$ cat src/rtl/core/fcd_pkg.sv
`timescale 1ns / 1ps
// ---------------------------------------------------------------------------
// fcd_pkg
// Shared constants and types of the circular-delay FIR core.
// ---------------------------------------------------------------------------
package fcd_pkg;

  // Filter length and derived address width
  localparam int TAPS    = 64;
  localparam int AW      = (TAPS > 1) ? $clog2(TAPS) : 1;

  // Field widths
  localparam int SMP_W   = 24;   // Q1.23 samples
  localparam int COEF_W  = 24;   // Q4.20 coefficients
  localparam int IDX_W   = 6;
  localparam int PROD_W  = SMP_W + COEF_W;
  localparam int FRAC_SH = 20;   // Q.43 -> Q.23
  localparam int ACC_W   = PROD_W + AW + 1;

  // Stream widths
  localparam int IN_TDATA_W  = 56;
  localparam int OUT_TDATA_W = 24;

  // Item kinds carried on in_tuser
  localparam logic MODE_SAMPLE = 1'b0;
  localparam logic MODE_COEF   = 1'b1;

  // Controls from the sequencer to the MAC
  typedef struct packed {
    logic load;   // start of a sample: preload accumulator with x
    logic vld;    // memory read data valid this cycle
    logic last;   // this read is the final tap
  } mac_ctl_t;

endpackage

$ cat src/rtl/core/fcd_mac.sv
`timescale 1ns / 1ps
// ---------------------------------------------------------------------------
// fcd_mac
// Registered multiply, wide accumulate, round to Q1.23 and saturate.
// ---------------------------------------------------------------------------
module fcd_mac import fcd_pkg::*; (
  input  logic                     clk,
  input  logic                     rst_n,
  input  mac_ctl_t                 ctl,
  input  logic signed [SMP_W-1:0]  x_in,
  input  logic signed [COEF_W-1:0] coef_in,
  input  logic signed [SMP_W-1:0]  dly_in,
  output logic                     done,
  output logic signed [SMP_W-1:0]  y_out
);

  localparam int QW = ACC_W - FRAC_SH;

  logic signed [PROD_W-1:0] mul_r;
  logic                     mul_vld_r;
  logic                     mul_last_r;
  logic signed [ACC_W-1:0]  acc_r;
  logic                     done_r;
  logic signed [ACC_W-1:0]  rnd;
  logic signed [QW-1:0]     q;
  logic                     ovf;

  // Product stage
  always_ff @(posedge clk) begin
    if (ctl.vld) begin
      mul_r <= coef_in * dly_in;
    end
  end

  always_ff @(posedge clk) begin
    if (!rst_n) begin
      mul_vld_r  <= 1'b0;
      mul_last_r <= 1'b0;
    end else begin
      mul_vld_r  <= ctl.vld;
      mul_last_r <= ctl.vld && ctl.last;
    end
  end

  // Accumulator: preload with x in Q.43, then add products
  always_ff @(posedge clk) begin
    if (ctl.load) begin
      acc_r <= {{(ACC_W-SMP_W-FRAC_SH){x_in[SMP_W-1]}}, x_in, {FRAC_SH{1'b0}}};
    end else if (mul_vld_r) begin
      acc_r <= acc_r + ACC_W'(mul_r);
    end
  end

  // Sum complete flag, held until the next sample
  always_ff @(posedge clk) begin
    if (!rst_n) begin
      done_r <= 1'b0;
    end else if (ctl.load) begin
      done_r <= 1'b0;
    end else if (mul_vld_r && mul_last_r) begin
      done_r <= 1'b1;
    end
  end

  // Round half up, then clamp to 24 bits
  assign rnd = acc_r + (ACC_W'(1) << (FRAC_SH - 1));
  assign q   = rnd[ACC_W-1:FRAC_SH];
  assign ovf = !((&q[QW-1:SMP_W-1]) || !(|q[QW-1:SMP_W-1]));

  always_comb begin
    if (ovf) begin
      y_out = q[QW-1] ? {1'b1, {(SMP_W-1){1'b0}}} : {1'b0, {(SMP_W-1){1'b1}}};
    end else begin
      y_out = q[SMP_W-1:0];
    end
  end

  assign done = done_r;

endmodule

$ cat config.mk
export PLATFORM = sky130hd
export DESIGN_NAME = fcd_mac
export DESIGN_NICKNAME = d
export VERILOG_FILES = /design/src/rtl/core/fcd_pkg.sv /design/src/rtl/core/fcd_mac.sv
export SDC_FILE = /design/constraint.sdc
export NUM_CORES = 2
export LEC_CHECK = 0
export BUFFER_PORTS_ARGS = -buffer_cell sky130_fd_sc_hd__buf_2
export CAP_MARGIN = 10
export CORE_MARGIN = 4
export CORE_UTILIZATION = 50
export DETAILED_ROUTE_END_ITERATION = 6
export GPL_ROUTABILITY_DRIVEN = 0
export PLACE_DENSITY = 0.67
export SLEW_MARGIN = 10
export SYNTH_ARGS = -nofsm -noshare
export SYNTH_HDL_FRONTEND = slang
export SYNTH_SLANG_ARGS = --single-unit
$ cat constraint.sdc
create_clock -name clk -period 10.09 [get_ports clk]
set_input_delay 1.5135 -clock clk [delete_from_list [all_inputs] [get_ports clk]]
set_output_delay 1.5135 -clock clk [all_outputs]
set_load 0.02 [all_outputs]
==> out/metrics.cfg <==
[status]
run_status = finished clean

[synthesis]
synth_top_flop_cell = edfxtp_1
seq_area_frac_synth_pct = 10.3
ys_ff_latch = 106
synth_nets = 3968
synth.yosys.warnings = 0
synthCells = 3094
netlist_area_mm2 = 0.0286
synth-edff-count = 83
async_flop_share_pct = 0
avgSynthCellArea_um2 = 9.24
synth_cell_type_count = 72

[layout]
layout-drive-gt1-share_pct = 5.18
multi_input_comb_area_mm2 = 0.0228
layout.nets = 3956
final_cell_mix = inv_1, fa_1, nand2_1, and2_1, ha_1
nFillCells = 5141
antennaDiodeCount = 0
regArea_mm2 = 0.00295
syn2layout_area_growth_pct = 4.45
final_common_cell = inv_1

[sta]
rsz0062_at_grt = false
fmax_mhz = 116
setup_tns_ns = 0
slew_violations = 0
fin_skew_ns = 0.0111
fin_crit_ns = 8.59
hold_viol = 0
setup_viol = 0
slew_headroom_pct = 30.0
tightest_slew_ns = 1.05
post-route-period-util_pct = 85.1

[floorplan]
fp.dieW_um = 247
start_util_pct = 50.6
num_rows = 87
die_h_um = 247
dieArea_mm2 = 0.0611
coreArea_mm2 = 0.0565
ios = 102

[global_route]
gr-total-overflow = 0
grt.total_usage_pct = 24.4
grt_pass1_vias = 22100
grt_pass1_wl_mm = 118
antenna_found_initial = 0
grt_max_degree = 51

[clocking]
cts_root_buf = clkbuf_16
hold_buffers = 0
clk_pin_slew_ns = 0.08
htree_num_levels = 3
clockBufferDepth = 2
clock_latency_ns = 0.37
cts_resized = 0
numCtsBuffers = 9
cts_tree = done
post-cts-setup-buffers = 0
cts_sinks = 106

[detailed_routing]
dr.pass1.iters = 5
avgViaCountPerCell = 5.49
wl_per_cell_um = 18.9
drc_errors = 0
dr_total_vias = 21100
wirelength_mm = 72.5
ant_nets = 0
drt_iter0_markers = 1560

[job]
maxCapViolCount = 0

[setup_path]
rr_worst_depth = 13
crit_path_end_kind = flip-flop
required_ns = 10.20
arrival_ns = 8.70
startpoint_type = input pin
critical_path.max_fanout = 24
path_class = in2reg

[hold_path]
min_path_type = reg2reg
hold_depth = 2

[placement]
port_buffers = 101
place_hpwl_mm = 59.4

-- state kept, by name (all words and copies together), names as in the netlist --
register    cells
acc_r          55
done            1
mul_last_r      1
mul_r          48
mul_vld_r       1
-- worst paths after layout --
| path | start | to | slack [ns] |
|---|---|---|---|
| max | dly_in[0] | mul_r[46] | 1.50 |
| min | acc_r[16] | acc_r[16] | 0.47 |
| max reg2reg | mul_r[0] | acc_r[54] | 6.02 |
| min reg2reg | acc_r[16] | acc_r[16] | 0.47 |
-- worst max-delay path, stage by stage --
cell and delay, ns:
buf_2 0.27, nand2_1 0.18, inv_1 0.10, fa_1 0.63, inv_1 0.13, fa_1 0.77, inv_1 0.17, fa_1 0.44
fa_1 0.52, fa_1 0.46, fa_1 0.51, inv_1 0.05, fa_1 0.48, inv_1 0.04, ha_1 0.37, a21o_1 0.21
a31o_2 0.22, a211oi_1 0.27, nor3_1 0.09, nor4_1 0.32, o31a_1 0.18, o41ai_1 0.08, a31o_2 0.28, a221oi_1 0.29
xnor2_1 0.11
-- through the flow --
stage          area (um^2)  setup WS (ns)  std cells  utilization, %  hold WS [ns]
6_report             29900           1.50       3843            52.9         0.469
5_1_grt              29900           1.13       3843            52.9         0.509
4_1_cts              29900           1.55       3843            52.9         0.475
3_5_place_dp         29600           1.15       3827            52.3         0.456
3_3_place_gp         29600           1.29       3827            52.3         0.446
2_1_floorplan        28600           1.77       3094               -         0.429
-- layer usage --
metal / GRT usage (%) / vias up / share of wire, %
met3: 4.80 / 106 / 9.3
li1: - / 9511 / -
met5: 0 / - / 0
met4: 5.84 / 0 / 2.2
met2: 37.5 / 898 / 44
met1: 36.0 / 10600 / 45
-- cells by family (layout without fill, tap and decap cells) --
group,after synthesis,after routing,synth area share [%]
flops,106,106,10.3
simple gates,911,911,15.8
compound gates,378,378,8.46
xor+xnor,128,128,3.92
mux,14,14,0.512
buf+inv,760,753,10.1
fa+ha+maj,797,797,50.8
-- cell usage after synthesis, types with 38 or more instances --
| cell type | number | area [um^2] |
|---|---|---|
| a21o_1 | 43 | 323 |
| nand2_1 | 375 | 1410 |
| nor2_1 | 90 | 338 |
| xor2_1 | 48 | 420 |
| inv_1 | 628 | 2360 |
| and2_1 | 280 | 1750 |
| ha_1 | 189 | 2360 |
| fa_1 | 608 | 12200 |
| nand3_1 | 38 | 190 |
| clkbuf_1 | 118 | 443 |
| xnor2_1 | 80 | 701 |
| a21oi_1 | 106 | 531 |
| edfxtp_1 | 83 | 2490 |
| o21ai_0 | 91 | 455 |
-- area by class of cell --
class	count	share of cell area (%)
tap	756	3.17
multi-input combinational	2228	76.2
sequential	106	9.89
clock inverter	7	0.230
timing repair buffer	108	1.87
clock buffer	9	0.754
inverter	629	7.91
Power is left out: the tool's default activity adds up to more than one toggle a clock period on the data nets, which glitch-free logic cannot reach.
