`src/rtl/core/fcd_ram.sv`:
```
`timescale 1ns / 1ps
// ---------------------------------------------------------------------------
// fcd_ram
// Simple dual-port synchronous RAM, one write and one registered read.
// ---------------------------------------------------------------------------
module fcd_ram #(
  parameter int DEPTH = 64,
  parameter int WIDTH = 24
) (
  input  logic                                          clk,
  input  logic                                          wr_en,
  input  logic [((DEPTH > 1) ? $clog2(DEPTH) : 1)-1:0]  wr_addr,
  input  logic [WIDTH-1:0]                              wr_data,
  input  logic                                          rd_en,
  input  logic [((DEPTH > 1) ? $clog2(DEPTH) : 1)-1:0]  rd_addr,
  output logic [WIDTH-1:0]                              rd_data
);

  logic [WIDTH-1:0] mem [DEPTH];
  logic [WIDTH-1:0] rd_data_r;

  // Write port
  always_ff @(posedge clk) begin
    if (wr_en) begin
      mem[wr_addr] <= wr_data;
    end
  end

  // Read port, registered
  always_ff @(posedge clk) begin
    if (rd_en) begin
      rd_data_r <= mem[rd_addr];
    end
  end

  assign rd_data = rd_data_r;

endmodule

```
`config.mk`:
```
export PLATFORM = sky130hd
export DESIGN_NAME = fcd_ram
export DESIGN_NICKNAME = d
export VERILOG_FILES = /design/src/rtl/core/fcd_ram.sv
export SDC_FILE = /design/constraint.sdc
export NUM_CORES = 1
export LEC_CHECK = 0
export ABC_AREA = 1
export BUFFER_PORTS_ARGS = -buffer_cell sky130_fd_sc_hd__clkbuf_2
export CAP_MARGIN = 25
export CORE_MARGIN = 2
export CORE_UTILIZATION = 45
export CTS_CLUSTER_SIZE = 10
export DETAILED_ROUTE_END_ITERATION = 10
export SYNTH_ARGS = -nofsm -noshare
export SYNTH_HDL_FRONTEND = slang
export SYNTH_SLANG_ARGS = --single-unit
```
`constraint.sdc`:
```
create_clock -name clk -period 5 [get_ports clk]
set_input_delay 0.25 -clock clk [delete_from_list [all_inputs] [get_ports clk]]
set_output_delay 0.25 -clock clk [all_outputs]
set_load 0.01 [all_outputs]
```
==> run metrics, run 1 <==
status complete, no violations; # fillers 12140; Avg Vias per Cell 5.615; Final GP Congestion 0.8957; post-CTS sizing 0; CTS tree yes; die extent in x 378.2 um; die area 0.1430 sq mm; max cap viols 0; Synth cell types 16; Hold Fails Final Rpt 0; CTS sink cnt 1560; Post-DP HPWL 90.94 mm; cell area after synthesis 0.06300 sq mm; drt total wl 176.7 mm; fmax 397.7 MHz; Total GRT Usage 24.60%; RSZ-0062 raised after global routing no; vias in the first global route 37890; starting DRC count in detailed routing 4797; maximum vdd drop 0.3275 mV; multiplexer area fraction after synthesis 0%; Syn Nets 5269; clock root buffer clkbuf_16; # Post-CTS Setup Buffers 0; # rows 137; clock slew seen by the registers of the worst setup and hold paths 0.05 ns; Tmin final 2.514 ns; Port-buffer cells 62; Syn-to-layout area delta 10.87%; synth warn 0; CP max FO 182; GR Overflow Total 0; crit path launch type input pin; Slew HR 17.83%; DRT antenna net count 0; adder-cell share of the synthesized area 0%; simple-gate area share of the yosys netlist 22.44%; Avg Inst Size Synth 12.05 sq um; Crit Path Class in2reg; Worst-Skew Late Latency 0.80 ns; Pre-antenna DRT Iters 5; xor/xnor share of the synthesized area 0%; skew final 0.03199 ns; sequential cell area fraction in the yosys report 74.36%; total CTS buffers 176; Fin Hold WS 0.1408 ns; P_leak 24.83 nW; largest net degree at the start of global routing 187; core area 0.1392 sq mm; CTS H-tree lvls 4; Starting Density 45.26%; Period Utilization, post-route 50.29%; Vias 40250; initial antenna violation count 15; Total Nets Final 5295; Fin Setup TNS 0 ns; CP Capture Type flip-flop; Post-Syn Instances 5230; flops & latches, synth 1560; combinational family with the most area after synthesis simple AND/OR/NAND/NOR gates; worst path required time 5.52 ns; I/O pins 63; first-pass GRT wire length 257.8 mm; Post-CTS Hold Fix Bufs 0; commonest non-fill, non-tap cells in the layout nand2_1, edfxtp_1, nand3_1; Die Span Y 378.2 um; worst hold path class in2reg; deepest clock path buffer count 3; final setup vio count 0; drt wl/cell 24.64 um; final slew viol count 0; area fraction in compound gates after synthesis 0%; Crit path arrival time 3.03 ns; commonest non-fill, non-tap cell in the layout nand2_1; Pwr Density 392.8 mW/mm^2; Worst-Margin Slew 1.233 ns; drt drc 0; layout cell share with drive strength beyond 1 8.474%
## metal layers
layer | vias up | global-route usage [%] | wire, um
met2 | 1734 | 38.89 | 83500
li1 | 18430 | - | -
met1 | 19780 | 33.27 | 72050
met3 | 293 | 5.427 | 14940
met4 | 6 | 9.524 | 6119
met5 | - | 0 | 41
## registers in the layout, summed over array words and instances, names as in the netlist
signal	cells
mem	1536
rd_data	24
## cell usage after synthesis, drive strengths merged
cell type  instances  area [sq um]
buf              274          1728
clkbuf            64         240.2
clkinv             1         3.750
edfxtp          1560         46840
inv               11         43.79
nand2           1944          7297
nand3           1303          6521
nand4              9         56.30
nor2              56         210.2
nor4               8         50.05
## final cells by class
class / instances / area, sq um / share of cell area [%]
Timing Repair Buffer: 186 / 1525 / 2.184
Multi-Input combinational cell: 3320 / 14330 / 20.51
Clock buffer: 190 / 4499 / 6.442
Inverter: 12 / 78.83 / 0.1129
Clock inverter: 19 / 209.0 / 0.2992
Antenna cell: 5 / 12.51 / 0.01791
Sequential cell: 1560 / 46840 / 67.07
Tap cell: 1876 / 2347 / 3.361
## stage by stage
step / setup slack (ns) / instance area, sq um / util [%] / cells / power (mW)
6_report: 2.486 / 69840 / 50.18 / 7168 / 27.43
3_3_place_gp: 1.798 / 65070 / 46.75 / 6952 / 16.50
4_1_cts: 2.618 / 69830 / 50.17 / 7163 / 27.57
3_5_place_dp: 1.767 / 65120 / 46.79 / 6954 / 16.51
5_1_grt: 2.425 / 69830 / 50.17 / 7165 / 28.20
2_1_floorplan: 1.408 / 63000 / - / 5230 / 15.76
## worst paths after layout
kind / startpoint / end / slack (ns) / cells after the start
worst max-delay path: rd_addr[0] / rd_data[19] / 2.49 / 11
worst min-delay path: wr_data[22] / mem[13][22] / 0.14 / 2
worst max register to register: mem[44][19] / rd_data[19] / 3.06 / 8
worst min register to register: mem[8][9] / rd_data[9] / 0.88 / 8
## kinds of logic after synthesis
group         count (synthesis)
buf+inv                     350
simple gates               3320
flops                      1560
## worst max-delay path, stage by stage
cell and delay [ns]:
buf_8 0.38, inv_16 0.24, buf_12 0.48, nand2_1 0.10
nand3_1 0.06, nand3_1 0.10, nand2_1 0.10, nand2_1 0.07
nand3_1 0.21, nand3_1 0.52, nand2_1 0.09
## power by group
| part | total (mW) | switching [mW] | internal, mW |
|---|---|---|---|
| Sequential | 14.6 | 0.0468 | 14.5 |
| Clock | 11.2 | 4.82 | 6.35 |
| Combinational | 1.69 | 1.30 | 0.387 |
| Total | 27.4 | 6.17 | 21.3 |
(Power assumes the default switching activity.)
==> run 2, diff against run 1 <==
==> constraint.sdc (replaced) <==
create_clock -name clk -period 2.5 [get_ports clk]
set_input_delay 0.125 -clock clk [delete_from_list [all_inputs] [get_ports clk]]
set_output_delay 0.125 -clock clk [all_outputs]
set_load 0.01 [all_outputs]
==> run 2 against run 1 <==
Global-route usage grew 1.4 points. Clock skew decreased by 0.0053 ns. Flip-flop and latch count unchanged. Non-clock buffer count up 155. Die area stayed put. Sequential share of layout area decreased by 1.9 points. First-iteration DRC count rose by 3.5%.
==> run metrics, run 2 (synthesized netlist as in run 1, its figures left out) <==
clock root buffer clkbuf_16; # rows 137 (unchanged); Setup crit start mem[39][17]; initial antenna violation count 14 (-1); CTS sink cnt 1560 (unchanged); worst r2r src mem[39][17]; Tmin final 1.954 ns; vias in the first global route 39200 (+3.4%); Slew HR 24.67% (+6.8 points); final slew viol count 0 (unchanged); die area 0.1430 sq mm (unchanged); status complete, no violations; drt wl/cell 25.24 um (+2.4%); crit-path cells nand2_1, nand3_1, nand3_1, nand2_1, nand2_1, nand3_1, nand3_1, nand2_1; post-CTS sizing 0 (unchanged); cell area after layout 0.07184 sq mm (+2.9%); die extent in x 378.2 um (unchanged); RSZ-0062 raised after global routing no; CP Capture Type flip-flop; Syn-to-layout area delta 14.03%; Worst-Margin Slew 1.130 ns (-0.1025 ns); Pwr Density 775.0 mW/mm^2 (+97%); Port-buffer cells 62 (unchanged); Die Span Y 378.2 um (unchanged); drt total wl 185.2 mm (+4.8%); Vias 41660 (+3.5%); Post-Place Cells 7093 (+2.0%); P_leak 25.84 nW (+4.1%); worst hold path class in2reg; max cap viols 0 (unchanged); Crit path arrival time 2.47 ns (-0.56 ns); commonest non-fill, non-tap cell in the layout nand2_1; Pre-antenna DRT Iters 6 (+1); placed inst area 0.06683 sq mm (+2.6%); Total GRT Usage 25.95% (+1.4 points); Avg Vias per Cell 5.679 (+1.1%); largest net degree at the start of global routing 96 (-49%); Non-Filler Instances 7336 (+2.3%); core area 0.1392 sq mm (unchanged); crit path launch type flip-flop; Period Utilization, post-route 78.15%; Post-DP HPWL 106.1 mm (+17%); Total Nets Final 5451 (+2.9%); total CTS buffers 177 (+0.57%); CTS tree yes; DRT antenna net count 0 (unchanged); commonest non-fill, non-tap cells in the layout nand2_1, edfxtp_1, nand3_1; maximum vdd drop 0.6167 mV (+88%); deepest clock path buffer count 3 (unchanged); Largest Register mem; crit path max-delay cell type nand3_1; hold wc startpoint wr_data[0]; GR Overflow Total 0 (unchanged); layout cell share with drive strength beyond 1 10.78% (+2.3 points); Crit Path Class reg2reg; final setup vio count 0 (unchanged); Worst-Skew Late Latency 0.80 ns (about the same); worst path required time 3.02 ns (-2.50 ns); skew final 0.02670 ns (-0.005294 ns); I/O pins 63 (unchanged); # fillers 11810 (-2.7%); post-layout util 51.61% (+1.4 points); CTS H-tree lvls 4 (unchanged); Hold Fails Final Rpt 0 (unchanged); Starting Density 45.26% (unchanged); CP peak stage delay 0.42 ns (-0.10 ns); CP max FO 1 (-99%); first-pass GRT wire length 269.9 mm (+4.7%); clock slew seen by the registers of the worst setup and hold paths 0.05 ns (about the same); drt drc 0 (unchanged); fmax 511.9 MHz; Final GP Congestion 0.8525 (-4.8%); starting DRC count in detailed routing 4963 (+3.5%); max reg flops 1536 (unchanged)
[run 2: changes by cell type in the layout (fill, tap and decap cells not counted), moves of 3 or more]
cell / previous run / this run
clkbuf_16: 178 / 181
buf_4: 106 / 191
dlygate4sd3_1: 0 / 16
buf_12: 17 / 73
clkbuf_1: 12 / 23
[run 2: per-layer routing]
layer / routed length (um) / share of wire (%) / up-vias / track usage (%)
met2: 85920 / 46 / 1948 / 40.80
met3: 16910 / 9.1 / 277 / 5.064
li1: - / - / 18760 / -
met1: 77590 / 42 / 20660 / 36.90
met4: 4692 / 2.5 / 12 / 7.284
met5: 76 / 0.041 / - / 0
[run 2: through the flow]
step / TNS, ns / hold slack (ns) / setup WS [ns] / power (mW)
4_1_cts: 0 / 0.001067 / 0.6444 / 55.93
5_1_grt: 0 / 0.04696 / 0.5518 / 57.24
3_3_place_gp: -0.03221 / 0.5577 / -0.03221 / 33.33
6_report: 0 / 0.03239 / 0.5463 / 55.67
3_5_place_dp: -0.07618 / 0.5221 / -0.04826 / 33.36
2_1_floorplan: -185.67 / 0.2239 / -0.9670 / 31.51
[run 2: final timing paths]
check                      to  cells past startpoint  slack [ns]
setup reg to reg  rd_data[17]                      8        0.55
setup / recovery  rd_data[17]                      8        0.55
hold reg to reg   rd_data[22]                      8        0.88
hold / removal     mem[33][0]                      1        0.03
[run 2: timing repair]
action	CTS	global route
hold buffers	16	0
buffers inserted	0	0
endpoints found under the hold margin	504	0
[run 2: critical path: cells and delay by family (launching register included)]
family / cells / cell delay [ns]
DFF: 1 / 0.36
and+or+nand+nor: 8 / 1.32
[run 2: final cells by class]
| class | instances | area, sq um | share of cell area (%) |
|---|---|---|---|
| inverters | 12 | 78.83 | 0.1097 |
| clock inverters | 16 | 216.5 | 0.3013 |
| clock buffers | 204 | 4616 | 6.425 |
| diodes | 7 | 17.52 | 0.02438 |
| flip-flops and latches | 1560 | 46840 | 65.21 |
| repair buffers | 341 | 3390 | 4.718 |
| well taps | 1876 | 2347 | 3.268 |
| multi-input cells | 3320 | 14330 | 19.94 |
[run 2: where the power goes]
part	switching (mW)	internal, mW	total (mW)
Sequential	0.101	29.0	29.1
Clock	9.71	13.1	22.8
Combinational	2.76	1.00	3.77
